--- src/sv/sql_string_literal_unescaper_macros.svh ---
// assertion macros shared by the unescaper modules
// expects aclk and aresetn in the scope of each use
`ifndef SQL_STRING_LITERAL_UNESCAPER_MACROS_SVH
`define SQL_STRING_LITERAL_UNESCAPER_MACROS_SVH

// same-cycle implication, off during reset
`define SSLU_ASSERT_IMPL(label, ante, cons) \
    label: assert property (@(posedge aclk) disable iff (!aresetn) (ante) |-> (cons)) \
        else $error("sslu assertion failed");

// next-cycle implication, off during reset
`define SSLU_ASSERT_NEXT(label, ante, cons) \
    label: assert property (@(posedge aclk) disable iff (!aresetn) (ante) |=> (cons)) \
        else $error("sslu assertion failed");

`endif

--- src/sv/sslu_pkg.sv ---
// types, constants and helpers for the sql string literal unescaper
// no dependencies
package sslu_pkg;

    localparam int LENGTH_BITS = 16;
    localparam int QDEPTH      = 4;
    localparam int QPTR_BITS   = $clog2(QDEPTH);
    localparam int QCNT_BITS   = QPTR_BITS + 1;

    localparam logic [7:0] CHR_BACKSLASH  = 8'h5C;
    localparam logic [7:0] CHR_UNDERSCORE = 8'h5F;
    localparam logic [7:0] CHR_PERCENT    = 8'h25;
    localparam logic [7:0] CHR_LF         = 8'h0A;
    localparam logic [7:0] CHR_TAB        = 8'h09;
    localparam logic [7:0] CHR_CR         = 8'h0D;
    localparam logic [7:0] CHR_BS         = 8'h08;
    localparam logic [7:0] CHR_NUL        = 8'h00;
    localparam logic [7:0] CHR_SUB        = 8'h1A;
    localparam logic [7:0] CHR_N          = 8'h6E;
    localparam logic [7:0] CHR_T          = 8'h74;
    localparam logic [7:0] CHR_R          = 8'h72;
    localparam logic [7:0] CHR_B          = 8'h62;
    localparam logic [7:0] CHR_ZERO       = 8'h30;
    localparam logic [7:0] CHR_Z          = 8'h5A;

    typedef enum logic [1:0] {
        KIND_BYTE  = 2'd0,
        KIND_CLOSE = 2'd1,
        KIND_ERROR = 2'd2
    } sslu_kind_t;

    typedef enum logic [1:0] {
        OP_BYTE  = 2'd0,
        OP_PAIR  = 2'd1,
        OP_CLOSE = 2'd2,
        OP_ERROR = 2'd3
    } sslu_op_t;

    typedef struct packed {
        sslu_op_t    op;
        logic [7:0]  data;
        logic [15:0] length;
    } sslu_entry_t;

    typedef struct packed {
        logic        valid;
        sslu_entry_t entry;
    } sslu_push_t;

    function automatic logic [7:0] map_escape(input logic [7:0] c);
        logic [7:0] r;
        unique case (c)
            CHR_N:    r = CHR_LF;
            CHR_T:    r = CHR_TAB;
            CHR_R:    r = CHR_CR;
            CHR_B:    r = CHR_BS;
            CHR_ZERO: r = CHR_NUL;
            CHR_Z:    r = CHR_SUB;
            default:  r = c;
        endcase
        return r;
    endfunction

    function automatic logic [LENGTH_BITS-1:0] sat_inc(input logic [LENGTH_BITS-1:0] v);
        logic [LENGTH_BITS-1:0] r;
        r = (v == {LENGTH_BITS{1'b1}}) ? v : v + LENGTH_BITS'(1);
        return r;
    endfunction

    function automatic logic [15:0] clip_length(input logic [LENGTH_BITS-1:0] v);
        logic [32:0] w;
        logic [15:0] r;
        w = 33'(v);
        r = (w > 33'h0FFFF) ? 16'hFFFF : w[15:0];
        return r;
    endfunction

endpackage

--- src/sv/sslu_front.sv ---
// front end: accepts input bytes, tracks literal state, classifies into queue ops
// depends on sslu_pkg
module sslu_front (
    input  logic               aclk,
    input  logic               aresetn,
    input  logic               s_valid,
    output logic               s_ready,
    input  logic [7:0]         s_data_byte,
    input  logic               s_start_req,
    input  logic               s_end_of_input,
    input  logic               queue_full,
    output sslu_pkg::sslu_push_t push
);
    import sslu_pkg::*;

    logic [7:0]             quote_reg, quote_next;
    logic                   inside_reg, inside_next;
    logic                   esc_reg, esc_next;
    logic                   qpend_reg, qpend_next;
    logic [LENGTH_BITS-1:0] count_reg, count_next;
    logic                   accept;
    logic [LENGTH_BITS-1:0] count_p1, count_p2;
    logic                   close_ok;

    assign s_ready  = !queue_full;
    assign accept   = s_valid && s_ready;
    assign count_p1 = sat_inc(count_reg);
    assign count_p2 = sat_inc(count_p1);
    assign close_ok = qpend_reg && !esc_reg;

    always_comb begin
        quote_next  = quote_reg;
        inside_next = inside_reg;
        esc_next    = esc_reg;
        qpend_next  = qpend_reg;
        count_next  = count_reg;
        push        = '0;
        if (accept) begin
            priority if (s_end_of_input || s_start_req) begin
                if (inside_reg) begin
                    push.valid        = 1'b1;
                    push.entry.op     = close_ok ? OP_CLOSE : OP_ERROR;
                    push.entry.length = close_ok ? clip_length(count_reg) : 16'd0;
                end
                esc_next   = 1'b0;
                qpend_next = 1'b0;
                if (s_end_of_input) begin
                    inside_next = 1'b0;
                end else begin
                    quote_next  = s_data_byte;
                    inside_next = 1'b1;
                    count_next  = '0;
                end
            end else if (inside_reg) begin
                priority if (esc_reg) begin
                    esc_next   = 1'b0;
                    push.valid = 1'b1;
                    if (s_data_byte == CHR_UNDERSCORE || s_data_byte == CHR_PERCENT) begin
                        push.entry.op   = OP_PAIR;
                        push.entry.data = s_data_byte;
                        count_next      = count_p2;
                    end else begin
                        push.entry.op   = OP_BYTE;
                        push.entry.data = map_escape(s_data_byte);
                        count_next      = count_p1;
                    end
                end else if (qpend_reg) begin
                    push.valid = 1'b1;
                    if (s_data_byte == quote_reg) begin
                        qpend_next      = 1'b0;
                        push.entry.op   = OP_BYTE;
                        push.entry.data = s_data_byte;
                        count_next      = count_p1;
                    end else begin
                        push.entry.op     = OP_CLOSE;
                        push.entry.length = clip_length(count_reg);
                        inside_next       = 1'b0;
                        qpend_next        = 1'b0;
                    end
                end else if (s_data_byte == CHR_BACKSLASH) begin
                    esc_next = 1'b1;
                end else if (s_data_byte == quote_reg) begin
                    qpend_next = 1'b1;
                end else begin
                    push.valid      = 1'b1;
                    push.entry.op   = OP_BYTE;
                    push.entry.data = s_data_byte;
                    count_next      = count_p1;
                end
            end else begin
                // idle byte dropped
            end
        end
    end

    always_ff @(posedge aclk) begin
        if (!aresetn) begin
            quote_reg  <= '0;
            inside_reg <= 1'b0;
            esc_reg    <= 1'b0;
            qpend_reg  <= 1'b0;
            count_reg  <= '0;
        end else begin
            quote_reg  <= quote_next;
            inside_reg <= inside_next;
            esc_reg    <= esc_next;
            qpend_reg  <= qpend_next;
            count_reg  <= count_next;
        end
    end

endmodule

--- src/sv/sslu_queue.sv ---
// small op queue between the front end and the result generator
// depends on sslu_pkg and the assertion macro header
`include "sql_string_literal_unescaper_macros.svh"
module sslu_queue (
    input  logic                  aclk,
    input  logic                  aresetn,
    input  sslu_pkg::sslu_push_t  push,
    output logic                  full,
    output logic                  head_valid,
    output sslu_pkg::sslu_entry_t head_entry,
    input  logic                  pop
);
    import sslu_pkg::*;

    sslu_entry_t            mem_reg [QDEPTH];
    logic [QPTR_BITS-1:0]   wr_reg, wr_next;
    logic [QPTR_BITS-1:0]   rd_reg, rd_next;
    logic [QCNT_BITS-1:0]   cnt_reg, cnt_next;
    logic                   do_push, do_pop;

    assign full       = (cnt_reg == QCNT_BITS'(QDEPTH));
    assign head_valid = (cnt_reg != '0);
    assign head_entry = mem_reg[rd_reg];
    assign do_push    = push.valid && !full;
    assign do_pop     = pop && head_valid;

    always_comb begin
        wr_next  = do_push ? wr_reg + QPTR_BITS'(1) : wr_reg;
        rd_next  = do_pop ? rd_reg + QPTR_BITS'(1) : rd_reg;
        cnt_next = cnt_reg + QCNT_BITS'(do_push) - QCNT_BITS'(do_pop);
    end

    always_ff @(posedge aclk) begin
        if (do_push) begin
            mem_reg[wr_reg] <= push.entry;
        end
    end

    always_ff @(posedge aclk) begin
        if (!aresetn) begin
            wr_reg  <= '0;
            rd_reg  <= '0;
            cnt_reg <= '0;
        end else begin
            wr_reg  <= wr_next;
            rd_reg  <= rd_next;
            cnt_reg <= cnt_next;
        end
    end

    `SSLU_ASSERT_IMPL(a_cnt_bound, 1'b1, cnt_reg <= QCNT_BITS'(QDEPTH))
    `SSLU_ASSERT_IMPL(a_no_lost_push, push.valid, !full)
    `SSLU_ASSERT_IMPL(a_ptr_gap, 1'b1, (wr_reg - rd_reg) == cnt_reg[QPTR_BITS-1:0])

endmodule

--- src/sv/sslu_back.sv ---
// back end: expands queue ops into result transfers through an output register
// depends on sslu_pkg and the assertion macro header
`include "sql_string_literal_unescaper_macros.svh"
module sslu_back (
    input  logic                  aclk,
    input  logic                  aresetn,
    input  logic                  head_valid,
    input  sslu_pkg::sslu_entry_t head_entry,
    output logic                  pop,
    output logic                  m_valid,
    input  logic                  m_ready,
    output logic [7:0]            m_out_byte,
    output logic [1:0]            m_kind,
    output logic [15:0]           m_content_length,
    output logic                  m_last
);
    import sslu_pkg::*;

    logic        valid_reg, valid_next;
    logic        phase_reg, phase_next;
    logic [7:0]  byte_reg, byte_next;
    sslu_kind_t  kind_reg, kind_next;
    logic [15:0] len_reg, len_next;
    logic        last_reg, last_next;
    logic        load;

    assign load = head_valid && (!valid_reg || m_ready);

    always_comb begin
        valid_next = valid_reg && !m_ready;
        phase_next = phase_reg;
        byte_next  = byte_reg;
        kind_next  = kind_reg;
        len_next   = len_reg;
        last_next  = last_reg;
        pop        = 1'b0;
        if (load) begin
            valid_next = 1'b1;
            len_next   = 16'd0;
            byte_next  = 8'd0;
            last_next  = 1'b1;
            unique case (head_entry.op)
                OP_BYTE: begin
                    kind_next = KIND_BYTE;
                    byte_next = head_entry.data;
                    pop       = 1'b1;
                end
                OP_PAIR: begin
                    kind_next = KIND_BYTE;
                    if (!phase_reg) begin
                        byte_next  = CHR_BACKSLASH;
                        last_next  = 1'b0;
                        phase_next = 1'b1;
                    end else begin
                        byte_next  = head_entry.data;
                        phase_next = 1'b0;
                        pop        = 1'b1;
                    end
                end
                OP_CLOSE: begin
                    kind_next = KIND_CLOSE;
                    len_next  = head_entry.length;
                    pop       = 1'b1;
                end
                OP_ERROR: begin
                    kind_next = KIND_ERROR;
                    pop       = 1'b1;
                end
                default: begin
                    kind_next = KIND_ERROR;
                    pop       = 1'b1;
                end
            endcase
        end
    end

    always_ff @(posedge aclk) begin
        if (!aresetn) begin
            valid_reg <= 1'b0;
            phase_reg <= 1'b0;
        end else begin
            valid_reg <= valid_next;
            phase_reg <= phase_next;
        end
    end

    always_ff @(posedge aclk) begin
        byte_reg <= byte_next;
        kind_reg <= kind_next;
        len_reg  <= len_next;
        last_reg <= last_next;
    end

    assign m_valid          = valid_reg;
    assign m_out_byte       = byte_reg;
    assign m_kind           = kind_reg;
    assign m_content_length = len_reg;
    assign m_last           = last_reg;

    `SSLU_ASSERT_IMPL(a_phase_on_pair, phase_reg, head_valid && head_entry.op == OP_PAIR)
    `SSLU_ASSERT_IMPL(a_split_is_backslash, valid_reg && !last_reg,
                      byte_reg == CHR_BACKSLASH && kind_reg == KIND_BYTE && phase_reg)
    `SSLU_ASSERT_NEXT(a_pair_second_half, load && head_entry.op == OP_PAIR && !phase_reg,
                      valid_reg && !last_reg)

endmodule

--- src/sv/sql_string_literal_unescaper.sv ---
// Unescapes a quoted SQL text literal presented one byte per transfer. An input
// transfer is taken whenever s_ready is high; a front end updates the literal state
// and queues at most one op per byte into a four-entry queue, and a back end turns
// each op into one result transfer, or two for a backslash kept before _ or %,
// through an output register, at one per cycle while m_ready is high. Sustained rate
// is one input byte per cycle while the result side takes a transfer every cycle;
// s_ready drops only when the queue is full; ops pass the queue and output register.
// depends on sslu_pkg, sslu_front, sslu_queue and sslu_back
module sql_string_literal_unescaper (
    input  logic        aclk,
    input  logic        aresetn,
    input  logic        s_valid,
    output logic        s_ready,
    input  logic [7:0]  s_data_byte,
    input  logic        s_start_req,
    input  logic        s_end_of_input,
    output logic        m_valid,
    input  logic        m_ready,
    output logic [7:0]  m_out_byte,
    output logic [1:0]  m_kind,
    output logic [15:0] m_content_length,
    output logic        m_last
);
    import sslu_pkg::*;

    sslu_push_t  push;
    logic        queue_full;
    logic        head_valid;
    sslu_entry_t head_entry;
    logic        pop;

    sslu_front u_front (
        .aclk           (aclk),
        .aresetn        (aresetn),
        .s_valid        (s_valid),
        .s_ready        (s_ready),
        .s_data_byte    (s_data_byte),
        .s_start_req    (s_start_req),
        .s_end_of_input (s_end_of_input),
        .queue_full     (queue_full),
        .push           (push)
    );

    sslu_queue u_queue (
        .aclk       (aclk),
        .aresetn    (aresetn),
        .push       (push),
        .full       (queue_full),
        .head_valid (head_valid),
        .head_entry (head_entry),
        .pop        (pop)
    );

    sslu_back u_back (
        .aclk             (aclk),
        .aresetn          (aresetn),
        .head_valid       (head_valid),
        .head_entry       (head_entry),
        .pop              (pop),
        .m_valid          (m_valid),
        .m_ready          (m_ready),
        .m_out_byte       (m_out_byte),
        .m_kind           (m_kind),
        .m_content_length (m_content_length),
        .m_last           (m_last)
    );

endmodule
--- config.mk ---
export PLATFORM = sky130hd
export DESIGN_NAME = sql_string_literal_unescaper
export DESIGN_NICKNAME = d
export VERILOG_FILES = /design/src/sv/sslu_pkg.sv /design/src/sv/sslu_front.sv /design/src/sv/sslu_queue.sv /design/src/sv/sslu_back.sv /design/src/sv/sql_string_literal_unescaper.sv
export VERILOG_INCLUDE_DIRS = /design/src /design/src/sv
export SDC_FILE = /design/constraint.sdc
export NUM_CORES = 1
export LEC_CHECK = 0
export ABC_AREA = 1
export BUFFER_PORTS_ARGS = -buffer_cell sky130_fd_sc_hd__buf_4
export CAP_MARGIN = 10
export CELL_PAD_IN_SITES_DETAIL_PLACEMENT = 0
export CELL_PAD_IN_SITES_GLOBAL_PLACEMENT = 1
export CORE_ASPECT_RATIO = 2
export CORE_MARGIN = 8
export CORE_UTILIZATION = 43
export DETAILED_ROUTE_END_ITERATION = 10
export GPL_TIMING_DRIVEN = 0
export PLACE_DENSITY = 0.8
export SYNTH_ARGS = -nofsm -noshare
export SYNTH_HDL_FRONTEND = slang
export SYNTH_SLANG_ARGS = --single-unit
--- constraint.sdc ---
create_clock -name aclk -period 2.9 [get_ports aclk]
set_input_delay 0.145 -clock aclk [delete_from_list [all_inputs] [get_ports aclk]]
set_output_delay 0.145 -clock aclk [all_outputs]
set_load 0.01 [all_outputs]
==> metrics.txt <==
# TYPE chip_impl_metric gauge
chip_impl_info{name="hold_path_startpoint",value="aresetn"} 1
chip_impl_metric{name="pin_count_of_the_biggest_net_entering_global_routing",unit=""} 30
chip_impl_metric{name="setup_total_negative_slack",unit="ns"} 0
chip_impl_metric{name="finalPower",unit="mW"} 7.12
chip_impl_info{name="rsz0062_at_grt",value="true"} 1
chip_impl_metric{name="cts_max_level",unit=""} 4
chip_impl_metric{name="max_cap_violations",unit=""} 0
chip_impl_metric{name="drtAntennaViolNets",unit=""} 0
chip_impl_metric{name="synth_simple_gate_area_frac",unit=""} 0.234
chip_impl_metric{name="post_synth_instance_area",unit="um^2"} 8070
chip_impl_metric{name="antenna_cells",unit=""} 0
chip_impl_metric{name="length_of_the_first_detailed_routing_pass_in_iterations",unit=""} 5
chip_impl_info{name="reg2reg_from",value="u_queue.cnt_reg[1]$_SDFF_PN0_"} 1
chip_impl_info{name="synthDominantAreaCellType",value="sky130_fd_sc_hd__edfxtp_1"} 1
chip_impl_metric{name="syn_avg_cell_area",unit="um^2"} 9.07
chip_impl_metric{name="leakagePower",unit="nW"} 3.51
chip_impl_metric{name="vias",unit=""} 6208
chip_impl_metric{name="die-height",unit="um"} 210
chip_impl_info{name="rr_endpoint",value="u_queue.mem_reg[3][17]$_DFFE_PP_"} 1
chip_impl_info{name="worst_hold_path_type",value="input pin to register"} 1
chip_impl_info{name="critPathCaptureType",value="register"} 1
chip_impl_metric{name="r2r.worst_path.cells",unit=""} 10
chip_impl_metric{name="routedWlPerCell",unit="um"} 16.8
chip_impl_metric{name="critical_path_required",unit="ns"} 3.07
chip_impl_metric{name="ys_ff_latch",unit=""} 169
chip_impl_metric{name="synth_compound_gate_area_share",unit=""} 0.103
chip_impl_metric{name="via_count_of_the_first_global_routing_pass",unit=""} 6250
chip_impl_metric{name="yosysSeqAreaShare",unit=""} 0.582
chip_impl_info{name="dominantRegCellSynth",value="sky130_fd_sc_hd__edfxtp_1"} 1
chip_impl_metric{name="postSynthCellCount",unit=""} 890
chip_impl_metric{name="clkSinkCount",unit=""} 169
chip_impl_metric{name="floorplan.initialDensity",unit=""} 0.433
chip_impl_info{name="status",value="finished clean"} 1
chip_impl_metric{name="preCtsSetupSlack",unit="ns"} -0.219
chip_impl_metric{name="report.final.slew_viol_count",unit=""} 0
chip_impl_metric{name="worst-slew-pin-transition",unit="ns"} 0.911
chip_impl_metric{name="die_w",unit="um"} 113
chip_impl_metric{name="largest_reg_flops",unit=""} 104
chip_impl_metric{name="postLayoutSetupSlackWorst",unit="ns"} 0.205
chip_impl_metric{name="synth_mux_area_frac",unit=""} 0
chip_impl_metric{name="place_congestion",unit=""} 0.853
chip_impl_metric{name="core_area",unit="um^2"} 18700
chip_impl_metric{name="dp_hpwl",unit="um"} 14900
chip_impl_metric{name="layout_worst_path_cycle_share",unit=""} 0.929
chip_impl_metric{name="die-area",unit="um^2"} 23700
chip_impl_info{name="yosys.cell_count.top_type",value="sky130_fd_sc_hd__nand2_1"} 1
chip_impl_metric{name="worst_setup_hold_path_clk_slew",unit="ns"} 0.06
chip_impl_metric{name="synth_top_area_frac",unit=""} 0.487
chip_impl_metric{name="finalWorstPathRequiredPeriod",unit="ns"} 2.70
chip_impl_info{name="synth_commonest_cells",value="sky130_fd_sc_hd__nand2_1, sky130_fd_sc_hd__nor2_1, sky130_fd_sc_hd__edfxtp_1"} 1
chip_impl_metric{name="post_synth_num_cell_types",unit=""} 40
chip_impl_metric{name="vdd_drop_max",unit="V"} 0.000432
chip_impl_info{name="synth_top_family_by_area",value="simple AND/OR/NAND/NOR gates"} 1
chip_impl_metric{name="reg2reg_slack",unit="ns"} 0.20
chip_impl_metric{name="finalClockSkew",unit="ns"} 0.00628
chip_impl_metric{name="area.growth.synth_to_final",unit="%"} 15.8
chip_impl_metric{name="fin_nets",unit=""} 973
chip_impl_info{name="tritoncts",value="built"} 1
chip_impl_info{name="synth.area.top_cells",value="sky130_fd_sc_hd__edfxtp_1, sky130_fd_sc_hd__dfxtp_1, sky130_fd_sc_hd__nand2_1"} 1
chip_impl_info{name="worstSetupEndpoint",value="u_queue.mem_reg[3][17]$_DFFE_PP_"} 1
chip_impl_metric{name="synthXorXnorAreaFrac",unit=""} 0.0108
chip_impl_metric{name="async_reset_ff_frac",unit=""} 0
chip_impl_metric{name="core.rowCount",unit=""} 71
chip_impl_metric{name="synth_fa_ha_area_frac",unit=""} 0.0149
chip_impl_info{name="worstSetupStartpointType",value="register"} 1
chip_impl_metric{name="cp_max_fo",unit=""} 9
chip_impl_metric{name="synth_edf_count",unit=""} 131
chip_impl_metric{name="mappedNetlistNets",unit=""} 913
chip_impl_metric{name="drt_wl_total",unit="um"} 19900
chip_impl_metric{name="drt_iter0_markers",unit=""} 280
chip_impl_metric{name="remaining_drc_errors",unit=""} 0
chip_impl_info{name="setup.worst_path.start",value="u_queue.cnt_reg[1]$_SDFF_PN0_"} 1
chip_impl_metric{name="num_cts_buffers",unit=""} 17
chip_impl_metric{name="synth-warning-count",unit=""} 0
chip_impl_metric{name="critPathArrivalTime",unit="ns"} 2.87
chip_impl_metric{name="final-setup-viol-count",unit=""} 0
chip_impl_metric{name="fraction_of_final_layout_cells_with_drive_strength_greater_than_1",unit=""} 0.124
chip_impl_metric{name="routed_via_density",unit=""} 5.25
chip_impl_metric{name="timing.fmax",unit="MHz"} 371
chip_impl_metric{name="antenna_found_initial",unit=""} 0
chip_impl_metric{name="clock_latency",unit="ns"} 0.42
chip_impl_metric{name="top_level_ports",unit=""} 43
chip_impl_info{name="clk_root_buffer_cell",value="sky130_fd_sc_hd__clkbuf_16"} 1
chip_impl_metric{name="slew_headroom",unit=""} 0.391
chip_impl_metric{name="hold_viol",unit=""} 0
chip_impl_metric{name="grt_first_pass_wirelength",unit="um"} 32000
chip_impl_metric{name="place.port_buffers",unit=""} 40
chip_impl_info{name="criticalPathCategory",value="register to register"} 1
chip_impl_metric{name="p_per_area",unit="nW/um^2"} 761
chip_impl_metric{name="worst_case_clock_buffer_depth",unit=""} 2
chip_impl_metric{name="grt_overflow_total",unit=""} 0
chip_impl_metric{name="global_router_s_overall_resource_usage",unit=""} 0.174
## cells in the final DEF (no fill, tap or decap), types with 4 or more instances in the layout
master / n
sky130_fd_sc_hd__inv_1: 81
sky130_fd_sc_hd__nor2_4: 11
sky130_fd_sc_hd__clkbuf_1: 21
sky130_fd_sc_hd__nor2_1: 137
sky130_fd_sc_hd__clkbuf_16: 17
sky130_fd_sc_hd__a21oi_1: 66
sky130_fd_sc_hd__edfxtp_1: 131
sky130_fd_sc_hd__xor2_1: 6
sky130_fd_sc_hd__buf_4: 41
sky130_fd_sc_hd__ha_1: 6
sky130_fd_sc_hd__o21ai_0: 70
sky130_fd_sc_hd__nor3_1: 21
sky130_fd_sc_hd__nand3_1: 52
sky130_fd_sc_hd__inv_6: 5
sky130_fd_sc_hd__nand2_1: 172
sky130_fd_sc_hd__nand4_1: 21
sky130_fd_sc_hd__dfxtp_1: 36
sky130_fd_sc_hd__nand2_2: 5
sky130_fd_sc_hd__a32o_1: 5
sky130_fd_sc_hd__nor2_2: 4
## metrics by stage
step / std cells / hold slack [ns] / instance area, um^2 / util
after floorplan: 890 / 0.283 / 8080 / -
after global placement: 1149 / 0.422 / 8650 / 0.464
after detailed placement: 1149 / 0.422 / 8680 / 0.466
after CTS: 1181 / 0.00458 / 9290 / 0.498
after global routing: 1182 / 0.00669 / 9350 / 0.501
final: 1182 / 0.0220 / 9350 / 0.501
## logic make-up (layout without fill, tap and decap cells)
group	after synthesis	after routing
AND/OR/NAND/NOR	434	434
flip-flops	169	169
AO/OA/AOI/OAI	154	154
buffers and inverters	114	187
XOR/XNOR	10	10
adder cells (fa/ha/maj)	9	9
## cell type report
class	instances	area, um^2
inverter	84	318
fill	1769	9300
clock inverter	15	140
buffer	29	128
tap	219	274
multi-input combinational	607	3050
sequential	169	4700
timing repair buffer	42	318
clock buffer	17	425
## metal layers
metal  share of wire  GRT usage  wire length [um]  up-vias
li1                -          -                 -     3149
met1            0.36      0.155              7080     2898
met2            0.57      0.347             11400      116
met3           0.026     0.0302               522       45
met4           0.043      0.103               856        0
met5               0          0                 0        -
## critical path: stages (launching register included)
cell,delay [ns]
sky130_fd_sc_hd__dfxtp_1,0.40
sky130_fd_sc_hd__nor2_1,0.07
sky130_fd_sc_hd__nand2_1,0.08
sky130_fd_sc_hd__nand2_1,0.10
sky130_fd_sc_hd__inv_1,0.21
sky130_fd_sc_hd__o21ai_0,0.14
sky130_fd_sc_hd__inv_1,0.14
sky130_fd_sc_hd__nand2_1,0.07
sky130_fd_sc_hd__nor2_1,0.15
sky130_fd_sc_hd__nand4_1,0.52
sky130_fd_sc_hd__a221oi_2,0.57
## timing repair
item                       CTS  global route
hold buffers                 1             0
buffers inserted             0             1
setup endpoints to repair   16           133
hold endpoints to repair     1             0
pin swaps                    0             1
resized for setup            5            13
gates cloned                 0             0
## how the worst min path moves through the flow
stage / to / slack [ns] / cells after the start
global placement: u_back.m_valid$_SDFF_PN0_ / 0.42 / 4
global route: u_back.phase_reg$_SDFFE_PN0P_ / 0.007 / 3
detailed placement: u_back.m_valid$_SDFF_PN0_ / 0.42 / 4
floorplan: u_back.phase_reg$_SDFFE_PN0P_ / 0.28 / 2
finish: u_back.phase_reg$_SDFFE_PN0P_ / 0.02 / 3
CTS: u_back.phase_reg$_SDFFE_PN0P_ / 0.005 / 3
## power breakdown
part	total, mW	leakage [nW]	switching, mW	internal (mW)
Sequential	3.10	1.62	0.111	2.99
Combinational	1.85	1.62	1.20	0.643
Clock	2.18	0.274	0.977	1.20
Power figures use the tool's default switching activity.
